**src/rtl/sogt_pkg.sv**
```systemverilog
`timescale 1ns / 1ps
// Shared types and codes for the slot ownership guard table.
package sogt_pkg;

  localparam logic [15:0] NO_SHARD = 16'hFFFF;

  localparam logic [2:0] SLOT_UNOWNED = 3'd0;
  localparam logic [2:0] SLOT_STABLE  = 3'd1;
  localparam logic [2:0] SLOT_FENCED  = 3'd2;
  localparam logic [2:0] SLOT_ASK     = 3'd3;

  localparam logic REQ_UPDATE = 1'b0;
  localparam logic REQ_CHECK  = 1'b1;

  typedef enum logic [3:0] {
    ERR_OK             = 4'd0,
    ERR_RANGE          = 4'd1,
    ERR_CAS            = 4'd2,
    ERR_UNOWNED_ACTIVE = 4'd3,
    ERR_OWNED_INVALID  = 4'd4,
    ERR_BACKWARDS      = 4'd5,
    ERR_OWNER_CHANGE   = 4'd6,
    ERR_FENCED_REOPEN  = 4'd7,
    ERR_MISMATCH       = 4'd8,
    ERR_FENCED         = 4'd9,
    ERR_NEEDS_ASKING   = 4'd10,
    ERR_NOT_WRITABLE   = 4'd11
  } err_t;

  typedef enum logic [1:0] {
    FSM_CLEAR = 2'd0,
    FSM_IDLE  = 2'd1,
    FSM_EVAL  = 2'd2
  } fsm_t;

  typedef struct packed {
    logic [15:0] owner;
    logic [63:0] epoch;
    logic [2:0]  status;
  } entry_t;

  typedef struct packed {
    logic        req_type;
    logic [15:0] slot_index;
    logic [63:0] cas_epoch;
    logic [15:0] owner_shard;
    logic [63:0] owner_epoch;
    logic [2:0]  owner_state;
    logic        asking;
  } req_t;

endpackage

```
**src/rtl/sogt_rules.sv**
```systemverilog
`timescale 1ns / 1ps
// Rule evaluation for one request against the current slot entry.
module sogt_rules
  import sogt_pkg::*;
(
  input  req_t   req,
  input  entry_t cur,
  input  logic   slot_ok,
  output err_t   code
);

  logic ep_lt;
  logic ep_eq;

  assign ep_lt = req.owner_epoch < cur.epoch;
  assign ep_eq = req.owner_epoch == cur.epoch;

  always_comb begin
    code = ERR_OK;
    if (!slot_ok) begin
      code = ERR_RANGE;
    end else if (req.req_type == REQ_UPDATE) begin
      if (cur.epoch != req.cas_epoch) begin
        code = ERR_CAS;
      end else if (req.owner_shard == NO_SHARD && req.owner_state != SLOT_UNOWNED) begin
        code = ERR_UNOWNED_ACTIVE;
      end else if (req.owner_shard != NO_SHARD &&
                   (req.owner_epoch == 64'd0 || req.owner_state == SLOT_UNOWNED)) begin
        code = ERR_OWNED_INVALID;
      end else if (ep_lt) begin
        code = ERR_BACKWARDS;
      end else if (cur.owner != NO_SHARD && req.owner_shard != NO_SHARD &&
                   req.owner_shard != cur.owner && (ep_lt || ep_eq)) begin
        code = ERR_OWNER_CHANGE;
      end else if (cur.status == SLOT_FENCED && req.owner_shard == cur.owner && ep_eq &&
                   req.owner_state == SLOT_STABLE) begin
        code = ERR_FENCED_REOPEN;
      end
    end else begin
      // write check: identity first, then state rules
      if (cur.owner != req.owner_shard || !ep_eq) begin
        code = ERR_MISMATCH;
      end else if (cur.status == SLOT_FENCED) begin
        code = ERR_FENCED;
      end else if (cur.status == SLOT_ASK && !req.asking) begin
        code = ERR_NEEDS_ASKING;
      end else if (!(cur.status inside {SLOT_STABLE, SLOT_ASK})) begin
        code = ERR_NOT_WRITABLE;
      end
    end
  end

endmodule

```
**config.mk**
```make
export PLATFORM = sky130hd
export DESIGN_NAME = sogt_rules
export DESIGN_NICKNAME = d
export VERILOG_FILES = /design/src/rtl/sogt_pkg.sv /design/src/rtl/sogt_rules.sv
export SDC_FILE = /design/constraint.sdc
export NUM_CORES = 1
export LEC_CHECK = 0
export BUFFER_PORTS_ARGS = -buffer_cell sky130_fd_sc_hd__buf_2
export CAP_MARGIN = 5
export CORE_AREA = 2 2 99 101
export DETAILED_ROUTE_END_ITERATION = 8
export DIE_AREA = 0 0 101 103
export MAX_ROUTING_LAYER = met4
export PLACE_DENSITY = 0.69
export SYNTH_ARGS = -nofsm -noshare
export SYNTH_HDL_FRONTEND = slang
export SYNTH_SLANG_ARGS = --single-unit
```
**constraint.sdc**
```tcl
create_clock -name vclk -period 2.6
set_input_delay 0.26 -clock vclk [all_inputs]
set_output_delay 0.26 -clock vclk [all_outputs]
set_load 0.02 [all_outputs]
```
Word-level counts from Yosys, hierarchy flattened

Index checks and enable logic that the tools add are counted.

Register bits: 0
Output and inout port bits: 4

$lt $le $gt $ge: 1
Eq/ne operators: 12
Multiplexer cells: 12
Reductions and logical operators: 18

Operators with widths:

| operator               | count |
|---|---|
| $eq A64 B64 Y1         | 1 |
| $logic_not A64 Y1      | 1 |
| $lt A64 B64 Y1         | 1 |
| $ne A64 B64 Y1         | 1 |
| $ne A16 B16 Y1         | 2 |
| $ne A16 B16 Y1 const B | 2 |
| $mux W4                | 6 |
| $mux W3                | 6 |
| $eq A16 B16 Y1         | 1 |
| $eq A16 B16 Y1 const B | 1 |
| $logic_and A1 B1 Y1    | 9 |
| $eq A3 B1 Y1 const B   | 2 |
| $eq A3 B2 Y1 const B   | 2 |
| $logic_not A3 Y1       | 1 |
| $logic_or A1 B1 Y1     | 3 |
| $reduce_bool A3 Y1     | 1 |
| $logic_not A1 Y1       | 2 |
| $reduce_bool A2 Y1     | 1 |

Depth between registers and ports, before layout

Depth in word-level cells: 12
Mapped depth: 9

Worst setup path after synthesis

Ideal clock, no wire load.

Path kind: input port to output port
Start: input cur[4] (netlist name)
End: output code[2]
Arrival: 2270 ps
Path slack: 70 ps
Cell stages on the path: 9
Path buffers: 0
Cells stage by stage: inv_2 ha_1 nor2b_1 o211ai_1 a21boi_0 or4b_1 a31oi_1 a31oi_1 a311oi_1

Word-level cells in the longest chain between the ends: 11
Elaborated cells between the ends (all ways): 18
Classes of those cells: order compare (1); eq/ne (2); mux (9); reduce/logical (6)

RTL lines:

| item                                                                   | RTL line         | RTL |
|---|---|---|
| start, declared                                                        | sogt_rules.sv:7  | `input entry_t cur,` |
| parallel branches: the longest is 9 deep, another holds $lt A64 B64 Y1 | --               |  |
| $mux W4 *                                                              | sogt_rules.sv:22 | `end else if (req.req_type == REQ_UPDATE) begin` |
| $mux W4 *                                                              | sogt_rules.sv:20 | `if (!slot_ok) begin` |
| end, declared                                                          | sogt_rules.sv:9  | `output err_t code` |

Mark *: on every way between the ends.

Worst setup path in the final report

Start: input cur[4] (netlist name)
End: output code[0]

Same word-level chain as after synthesis.

==> results.toml <==
[cells_and_area]
multiInputGateArea_sq_um = 3080
nClkBuffers = 0
fill_cells = 953
layout_common_cells = "buf_2 (231), inv_1 (58), buf_4 (51), ha_1 (49), xnor2_1 (35)"
layout_commonest_cell = "buf_2"
fin_util = 0.538
synthToLayoutAreaGrowth_pct = 72.4
seq_cell_count = 0
drive_above_1_share = 0.514
finalNetCount = 1009
regArea_sq_um = 0

[setup_path]
cp.required_ps = 2340
crit_path_end_kind = "primary output"
setup.worst_path.class = "primary input to primary output"
cp.depth = 12
max_stage_delay_ps = 560
critical-path-top-delay-family = "compound AO/OA/AOI/OAI gates"
arrival_ps = 2280
path_cells = "buf_6 > inv_4 > ha_4 > nor2b_4 > o211ai_1 > a21boi_2 > or4b_4 > a31oi_4 > a31oi_4 > buf_6 > a21oi_2 > buf_4"
path_max_fanout = 2
worstSetupStartpointType = "primary input"
cp_slowest_cell = "or4b_4"
crit_buf_inv = 4

[placement]
place_ws_ps = -236
place.gp.congestion = 0.922
port_buffers = 237
dp_hpwl_um = 13000

[synthesis]
syn_nets = 720
syn_area_sq_um = 2950
seq_area_frac_synth = 0
ys_types = 54
synthCells = 407
yosysWarnings = 0
postSynthAreaPerCell_sq_um = 7.25

[global_route]
grtUsageTotal = 0.260
grt_max_degree = 5
grt_pass1_vias = 4129
grt-ovfl-total = 0
use_met3 = 0.0190
busiest_layer = "met2"
grt_pass1_wl_um = 20200
use_met2 = 0.507
grt_use_met1 = 0.290
antenna_found_initial = 1

[sta]
max_freq_ghz = 0.394
setup_viol_count_final = 0
tightestPinTransition_ps = 509
final-max-slew-violation-count = 0
period_needed_ps = 2540
grt_setup_unrepaired = "yes"
hold_violations = 0
whs_ps = 856
layout_setup_ws_ps = 60.9
fin_crit_sh = 0.977
slew_headroom = 0.658

[power]
power_density_nw_per_um2 = 157
ir_drop_mv = 0.0651
power_leakage_nw = 2.64
total_power_uw = 799

[die]
chipHeight_um = 103
die-width_um = 101
core_area_sq_um = 9460
pin_count = 253
core.rowCount = 36
initial_core_util = 0.312
die_area_sq_um = 10400

[detailed_routing]
routed_wl_um = 14200
vias = 4170
dr.pass1.iters = 5
viasPerCell = 5.15
route.detailed.drc = 0
ant_nets = 0
wl_per_cell_um = 17.5
drtIter0Drc = 108

[status]
status = "finished clean"

[min_path]
hold_depth = 4
hp-class = "primary input to primary output"

[flow_run]
maxCapViolations = 0

[clock_network]
holdBufCountCts = 0
==> path summary, 6_finish.rpt <==
kind     from       to  slack [ps]
max    cur[4]  code[0]          60
min   slot_ok  code[3]         860
==> per-layer routing <==
layer  vias up  share of wire
met4         0          0.020
met3        20          0.064
met2       185           0.52
li1       2092              -
met5         -              0
met1      1873           0.40
==> kinds of logic after synthesis <==
logic type               after synthesis  synth area share
XOR/XNOR                              54             0.160
buffers and inverters                 71            0.0903
AND/OR/NAND/NOR                      127             0.271
adder cells (fa/ha/maj)               64             0.271
AO/OA/AOI/OAI                         91             0.207
==> synthesized netlist by cell type (2+ instances only) <==
master | count | area [sq um]
ha_1 | 64 | 801
inv_1 | 62 | 233
xnor2_1 | 36 | 315
a21oi_1 | 35 | 175
nor4_1 | 28 | 175
nand4_1 | 27 | 169
nand2_1 | 24 | 90.1
xor2_1 | 18 | 158
nor2_1 | 10 | 37.5
inv_2 | 9 | 33.8
o21ai_0 | 9 | 45.0
o2bb2ai_1 | 8 | 70.1
o22ai_1 | 7 | 43.8
nand3_1 | 5 | 25.0
nor3_1 | 5 | 25.0
a21o_1 | 4 | 30.0
a22o_1 | 4 | 35.0
nand2b_1 | 4 | 25.0
nand4_2 | 4 | 50.1
nor4_2 | 4 | 50.1
a21boi_0 | 2 | 15.0
a311o_1 | 2 | 20.0
a31oi_1 | 2 | 12.5
and2_2 | 2 | 15.0
and4_1 | 2 | 17.5
nor2b_1 | 2 | 12.5
==> metrics by stage <==
step | std cells | instance area [sq um] | setup TNS [ps]
after floorplan | 407 | 2950 | 0
after global placement | 803 | 4620 | -542
after detailed placement | 803 | 4620 | -358
after CTS | 805 | 4820 | -46.8
after global routing | 809 | 5090 | -83.4
final | 809 | 5090 | 0
==> what timing repair did <==
| action | in CTS | in global routing |
|---|---|---|
| setup buffers | 2 | 3 |
| hold endpoints to repair | 0 | 0 |
| pin swaps | 11 | 21 |
| resized for setup | 26 | 41 |
| endpoints found under the setup margin | 3 | 3 |
==> power by group <==
part / total (mW) / internal [mW] / switching (mW)
registers: 0 / 0 / 0
logic: 0.799 / 0.397 / 0.402
clock network: 0.0000000516 / 0.0000000516 / 0
total: 0.799 / 0.397 / 0.402
==> final cells by class <==
| type | instances | share of cell area |
|---|---|---|
| tap | 114 | 0.0280 |
| multi-input combinational | 336 | 0.605 |
| antenna | 1 | 0.000492 |
| inverter | 71 | 0.0529 |
| timing repair buffer | 287 | 0.313 |
(Power assumes the default switching activity.)
